File: config.mk
export PLATFORM = sky130hd
export DESIGN_NAME = psad_cfg
export DESIGN_NICKNAME = d
export VERILOG_FILES = /design/src/psad_pkg.sv /design/src/psad_cfg.sv
export SDC_FILE = /design/constraint.sdc
export NUM_CORES = 1
export LEC_CHECK = 0
export ABC_AREA = 1
export BUFFER_PORTS_ARGS = -buffer_cell sky130_fd_sc_hd__buf_2
export CORE_UTILIZATION = 48
export DETAILED_ROUTE_END_ITERATION = 10
export PLACE_DENSITY = 0.81
export SYNTH_ARGS = -nofsm -noshare
export SYNTH_HDL_FRONTEND = slang
export SYNTH_SLANG_ARGS = --single-unit
File: constraint.sdc
create_clock -name clk_i -period 1.66 [get_ports clk_i]
set_clock_uncertainty 0.05 [all_clocks]
set_input_delay 0.249 -clock clk_i [delete_from_list [all_inputs] [get_ports clk_i]]
set_output_delay 0.249 -clock clk_i [all_outputs]
set_load 0.005 [all_outputs]
File: src/psad_pkg.sv
// Shared types, constants and the disk-membership function of the spike detector.
// No dependencies; every other file of the block but psad_if takes names from here.
`default_nettype none

package psad_pkg;

  // Default geometry limits (top level parameters default to these)
  localparam int MaxWidth  = 64;
  localparam int MaxHeight = 64;
  localparam int MaxRadius = 7;

  // Saturation value of a run count
  localparam logic [7:0] CountMax = 8'hFF;

  // Configuration register contents
  typedef struct packed {
    logic signed [15:0] value_threshold;
    logic [2:0]         radius;
    logic [7:0]         time_threshold;
    logic [6:0]         frame_width;
    logic [6:0]         frame_height;
  } cfg_t;

  // Per-item verdict control: emit a verdict, and whether the full disk is inside the frame
  typedef struct packed {
    logic emit;
    logic full;
  } flags_t;

  // True when window cell (k rows back, j columns back) lies in the disk of radius r
  // centered at (r, r)
  function automatic logic disk_hit(input int r, input int k, input int j);
    int dk;
    int dj;
    dk = k - r;
    dj = j - r;
    return (k <= 2 * r) && (j <= 2 * r) && (dk * dk + dj * dj <= r * r);
  endfunction

endpackage

`default_nettype wire

File: src/psad_cfg.sv
// APB-style configuration register file of the spike detector.
// Depends on psad_pkg (cfg_t).
`default_nettype none

module psad_cfg (
  input  logic           clk_i,
  input  logic           rst_ni,
  input  logic           psel,
  input  logic           penable,
  input  logic           pwrite,
  input  logic [4:0]     paddr,
  input  logic [31:0]    pwdata,
  output logic [31:0]    prdata,
  output logic           pready,
  output psad_pkg::cfg_t cfg_o
);

  typedef enum logic [2:0] {
    RegValueThr    = 3'd0,
    RegRadius      = 3'd1,
    RegTimeThr     = 3'd2,
    RegFrameWidth  = 3'd3,
    RegFrameHeight = 3'd4
  } reg_idx_e;

  reg_idx_e       idx;
  logic           wr_en;
  psad_pkg::cfg_t cfg_q;

  assign idx    = reg_idx_e'(paddr[4:2]);
  assign wr_en  = psel && penable && pwrite;
  assign pready = 1'b1;
  assign cfg_o  = cfg_q;

  // Register writes
  always_ff @(posedge clk_i or negedge rst_ni) begin
    if (!rst_ni) begin
      cfg_q.value_threshold <= 16'sd0;
      cfg_q.radius          <= 3'd1;
      cfg_q.time_threshold  <= 8'd1;
      cfg_q.frame_width     <= 7'd64;
      cfg_q.frame_height    <= 7'd64;
    end else if (wr_en) begin
      unique case (idx)
        RegValueThr:    cfg_q.value_threshold <= pwdata[15:0];
        RegRadius:      cfg_q.radius          <= pwdata[2:0];
        RegTimeThr:     cfg_q.time_threshold  <= pwdata[7:0];
        RegFrameWidth:  cfg_q.frame_width     <= pwdata[6:0];
        RegFrameHeight: cfg_q.frame_height    <= pwdata[6:0];
        default: ;
      endcase
    end
  end

  // Read-back
  always_comb begin
    unique case (idx)
      RegValueThr:    prdata = {16'b0, cfg_q.value_threshold};
      RegRadius:      prdata = {29'b0, cfg_q.radius};
      RegTimeThr:     prdata = {24'b0, cfg_q.time_threshold};
      RegFrameWidth:  prdata = {25'b0, cfg_q.frame_width};
      RegFrameHeight: prdata = {25'b0, cfg_q.frame_height};
      default:        prdata = 32'b0;
    endcase
  end

endmodule

`default_nettype wire

==> summary.md, run 1 <==
| Metric | Value |
|---|---|
| Vias | `2,093` |
| Final net count | `390` |
| Layout area overhead | `24.7%` |
| Share of cells above drive strength 1 | `0.321` |
| Synth top area share | `0.435` |
| GP Congestion | `0.848` |
| Die W | `68.6 µm` |
| Worst hold margin | `0.121 ns` |
| Yosys warnings | `0` |
| CTS Buf Count | `5` |
| Met1 GRT Util | `0.334` |
| Post-Syn Area | `2130 µm²` |
| CP max stage delay | `0.19 ns` |
| Cell taking the most area after synthesis | `dfrtp_1` |
| Post-synthesis cell count | `265` |
| Root Buffer | `clkbuf_8` |
| DRT iter0 DRCs | `211` |
| DIE HEIGHT | `68.6 µm` |
| Diode count | `0` |
| Number of synthesized flops with an enable pin | `0` |
| Achievable Freq | `664 MHz` |
| GRT busiest layer | `met2` |
| Vias per cell | `5.25` |
| Worst-path cell chain | `buf_2 -> inv_2 -> nand3_2 -> inv_1 -> nand2_1 -> nand4_1 -> buf_2` |
| WL final | `5390 µm` |
| Status | `finished clean` |
| Worst Setup End Kind | `primary output` |
| Commonest non-fill, non-tap cell in the layout | `nand2_1` |
| Post-synthesis sequential area ratio | `0.485` |
| Pre-antenna DRT Iters | `4` |
| Die ar. | `4700 µm²` |
| Sink Count | `41` |
| Max-slew violations | `0` |
| Max clock buf depth | `2` |
| First-pass GRT wire length | `8470 µm` |
| Total negative slack | `0 ns` |
| H-tree depth | `2` |
| Most frequent CP cell | `buf_2` |
| Met3 Usage GRT | `0.0493` |
| Detail Route Antenna Nets | `0` |
| IO Pins | `116` |
| HPWL after DPL | `3840 µm` |
| CP startpoint kind | `input port` |
| Final min period | `1.51 ns` |
| # DRC | `0` |
| Prevailing post-synth register cell | `dfrtp_1` |
| Max FFs per register | `41` |
| Site row count | `23` |
| Grt met2 use | `0.396` |
| Final Hold Viols | `0` |
| Synthesized flop and latch total | `41` |
| Critical path class | `input port to primary output` |
| Power Dens Cells | `1020 nW/µm²` |
| Worst path slowest cell | `inv_1` |
| Total gr overflow | `0` |
| Kind of cell adding the most delay to the critical path | `buffers and inverters` |
| RSZ-0062 raised after global routing | `no` |
| Ys async rst share | `1.00` |
| Vias in the first global route | `1,885` |
| Clock transition at path regs | `0.08 ns` |
| Synth unique cells | `20` |
| Reg2reg setup slack | `0.83 ns` |
| Synth area leaders | `dfrtp_1, nand2_1, o21ai_0` |
| Overall power | `2.71 mW` |
| Synthesized area per cell | `8.03 µm²` |
| Worst path buffer plus inverter count | `4` |
| Max_cap viols | `0` |
| WP data arrival | `1.21 ns` |
| Core ar. | `4120 µm²` |
| Final Setup Violations | `0` |
| Routed len/inst | `13.5 µm` |
| CTS tree | `built` |
| Worst path required time | `1.36 ns` |
| Crit share post-route | `0.907` |
| Port-buffer cells | `80` |
| Worst-path fanout max | `10` |
| Antenna violations before repair | `0` |
| Starting Density | `0.517` |
| Gr usage total | `0.246` |
| Leakage | `1.48 nW` |
| Largest net degree at the start of global routing | `42` |
| Peak supply drop | `779 µV` |
| Most frequent cells in the layout | `nand2_1, buf_2, dfrtp_1, o21ai_0, conb_1` |
| Hold Path Class | `input port to flip-flop` |
| Worst-Skew Late Latency | `0.29 ns` |
==> cells by family after synthesis <==
family / synth area share
and+or+nand+nor: 0.290
AOI/OAI and AO/OA: 0.102
buffers and inverters: 0.120
DFF: 0.485
other: 0.00353
==> worst min-delay path, cell delays in order <==
cell     delay, ns
buf_2         0.08
nand2_1       0.04
o21ai_1       0.06
==> per-layer routing <==
metal  part of all wire  up-vias
met4              0.011        0
met1               0.44      996
met5                  0        -
li1                   -      995
met3              0.058        8
met2               0.49       94
==> timing repair <==
action / CTS / global route
setup buffers: 0 / 0
endpoints found under the hold margin: 37 / 0
gates resized for setup: 0 / 0
endpoints found under the setup margin: 0 / 0
hold buffers: 1 / 0
==> path summary, 6_finish.rpt <==
| kind | start | to | depth (start not counted) |
|---|---|---|---|
| setup / recovery | paddr[4] | prdata[5] | 7 |
| hold / removal | pwdata[9] | cfg_o[34] | 3 |
| setup reg to reg | cfg_o[6] | cfg_o[6] | 2 |
| hold reg to reg | cfg_o[14] | cfg_o[14] | 2 |
| max in group asynchronous | rst_ni | cfg_o[6] | 3 |
| min in group asynchronous | rst_ni | cfg_o[25] | 3 |
==> cell usage after synthesis (3+ instances only) <==
library cell,count
o21ai_0,32
nand4_1,11
nand2_1,85
dfstp_2,4
clkbuf_1,3
inv_1,14
buf_4,18
buf_6,3
nand3_2,3
nor2_4,4
nor2_1,13
buf_2,3
dfrtp_1,37
nand3_1,16
o21ai_1,10
==> per-stage QoR <==
stage | utilization | instance area [µm²] | std cells | setup slack, ns
final | 0.645 | 2650 | 399 | 0.154
after global routing | 0.645 | 2650 | 399 | 0.0485
after CTS | 0.645 | 2650 | 399 | 0.173
after detailed placement | 0.618 | 2540 | 390 | 0.178
after global placement | 0.618 | 2540 | 390 | 0.181
after floorplan | - | 2180 | 280 | 0.418
==> power by group <==
group	switching, mW	internal (mW)
Sequential	0.140	1.21
Combinational	0.349	0.288
Clock	0.345	0.376
Total	0.834	1.88
==> area by class of cell <==
cell class	instances	area, µm²
clock inverter	1	5.00
multi-input combinational	196	897
inverter	16	60.1
timing repair buffer	88	500
fill	363	1460
sequential	41	1030
tap	50	62.6
clock buffer	7	96.3
Power figures use the tool's default switching activity.
==> run 2, diff against run 1 <==
- CORE_MARGIN: not set -> 4
- CORE_UTILIZATION: 48 -> 45
- PLACE_DENSITY: 0.81 -> 0.77
- clock period: 1.66 -> 1.5 ns (I/O delays scaled with it)
==> run 2 against run 1 <==
Total power is 17% higher. Non-clock buffer count grew 4. Sequential cell count unchanged. Combinational power grew 16%. First-iteration DRC count fell by 28%. Sequential power rose by 10%. Cell area up 2.2%. Critical path type is now flip-flop to primary output.
==> summary.md, run 2 (synthesis gave the netlist of run 1 again) <==
| Metric | Value |
|---|---|
| Status | `finished clean` |
| Worst path buffer plus inverter count | `1` |
| Site row count | `24` |
| Max-slew violations | `0` |
| Critical path class | `flip-flop to primary output` |
| WP data arrival | `1.17 ns` |
| Root Buffer | `clkbuf_8` |
| Layout fillers | `410` |
| Multi-input logic area | `907 µm²` |
| WL final | `5770 µm` |
| Max FFs per register | `41` |
| Achievable Freq | `690 MHz` |
| IO Pins | `116` |
| H-tree depth | `2` |
| Peak supply drop | `693 µV` |
| Max_cap viols | `0` |
| Worst-Skew Late Latency | `0.30 ns` |
| Power Dens Cells | `1170 nW/µm²` |
| Max clock buf depth | `2` |
| Largest net degree at the start of global routing | `42` |
| Hold Path Class | `input port to flip-flop` |
| Detail Route Antenna Nets | `0` |
| Crit share post-route | `0.966` |
| Worst-path cell chain | `nand3_2 -> nand2_1 -> nor2_1 -> nand2_1 -> buf_2` |
| Final min period | `1.45 ns` |
| CTS tree | `built` |
| DRT iter0 DRCs | `152` |
| # DRC | `0` |
| Port-buffer cells | `80` |
| Worst Setup End Kind | `primary output` |
| Most frequent cells in the layout | `nand2_1, buf_2, dfrtp_1, o21ai_0, conb_1` |
| Layout area overhead | `27.4%` |
| Gr usage total | `0.202` |
| CP startpoint kind | `flip-flop` |
| Diode count | `0` |
| Die W | `76.8 µm` |
| Final Hold Viols | `0` |
| Vias in the first global route | `2,078` |
| Register area | `1030 µm²` |
| Starting Density | `0.475` |
| Clock transition at path regs | `0.08 ns` |
| Setup WS pre-CTS | `0.0976 ns` |
| Leakage | `1.50 nW` |
| Routed len/inst | `14.3 µm` |
| Sink Count | `41` |
| Vias | `2,092` |
| Final Worst Setup Slack | `0.0508 ns` |
| Final Setup Violations | `0` |
| First-pass GRT wire length | `9620 µm` |
| Fin util | `0.606` |
| Most frequent CP cell | `nand2_1` |
| Worst path slowest cell | `dfstp_2` |
| Commonest non-fill, non-tap cell in the layout | `nand2_1` |
| Kind of cell adding the most delay to the critical path | `flip-flops` |
| Total gr overflow | `0` |
| GP Congestion | `0.829` |
| Share of cells above drive strength 1 | `0.331` |
| Final net count | `394` |
| CTS Buf Count | `5` |
| Worst-path fanout max | `3` |
| Vias per cell | `5.17` |
| Antenna violations before repair | `0` |
| RSZ-0062 raised after global routing | `yes` |
| Die ar. | `5890 µm²` |
| CP max stage delay | `0.56 ns` |
| HPWL after DPL | `4390 µm` |
| Core ar. | `4470 µm²` |
| DIE HEIGHT | `76.8 µm` |
| Worst path required time | `1.22 ns` |
| Pre-antenna DRT Iters | `4` |
-- run 2: changes by cell type in the layout (fill, tap and decap cells not counted) --
cell	delta
clkbuf_1	+1
nand3_1	-2
nand3_2	+2
clkbuf_8	-1
clkinv_2	-1
bufinv_16	+1
buf_4	+4
-- run 2: final cells by class --
type                    instances  share of cell area
inverters                      16              0.0222
clock inverters                 1              0.0111
well taps                      52              0.0240
multi-input cells             196               0.335
flip-flops and latches         41               0.380
clock buffers                   7              0.0319
repair buffers                 92               0.196
-- run 2: repair_timing --
| action | CTS | global route |
|---|---|---|
| resized for setup | 0 | 2 |
| hold endpoints to repair | 37 | 0 |
| setup endpoints to repair | 0 | 2 |
| hold buffers | 1 | 0 |
| buffers inserted | 0 | 1 |
-- run 2: layer usage --
layer,up-vias,part of all wire,GRT usage
met3,17,0.071,0.0515
met4,0,0.028,0.0978
met1,991,0.41,0.245
met5,-,0,0
met2,82,0.49,0.334
li1,1002,-,-
-- run 2: worst paths after layout --
kind / startpoint / to / slack (ns) / cells after the start
hold / removal: pwdata[9] / cfg_o[34] / 0.08 / 3
hold reg to reg: cfg_o[6] / cfg_o[6] / 0.45 / 2
setup reg to reg: cfg_o[13] / cfg_o[13] / 0.64 / 3
min in group asynchronous: rst_ni / cfg_o[19] / 0.38 / 3
setup / recovery: cfg_o[22] / prdata[0] / 0.05 / 5
max in group asynchronous: rst_ni / cfg_o[6] / 0.75 / 3
-- run 2: where the power goes --
| group | internal (mW) | total, mW | leakage (nW) | switching, mW |
|---|---|---|---|---|
| Clock | 0.543 | 0.937 | 0.0585 | 0.394 |
| Sequential | 1.34 | 1.49 | 0.502 | 0.150 |
| Combinational | 0.332 | 0.737 | 0.938 | 0.405 |
| Total | 2.22 | 3.16 | 1.50 | 0.949 |
-- run 2: per-stage QoR --
stage	power [mW]	area [µm²]	cells	hold WS, ns	TNS, ns
2_1_floorplan	1.84	2180	280	-0.121	0
4_1_cts	3.17	2690	404	0.0856	0
6_report	3.16	2710	405	0.0812	0
3_3_place_gp	2.22	2570	395	0.164	0
3_5_place_dp	2.25	2570	395	0.165	0
5_1_grt	3.35	2710	405	0.0843	-0.0448
-- run 2: worst min-delay path, delay by kind of cell --
family / cells / cell delay (ns)
compound gates: 1 / 0.06
buf+inv: 1 / 0.08
simple gates: 1 / 0.04
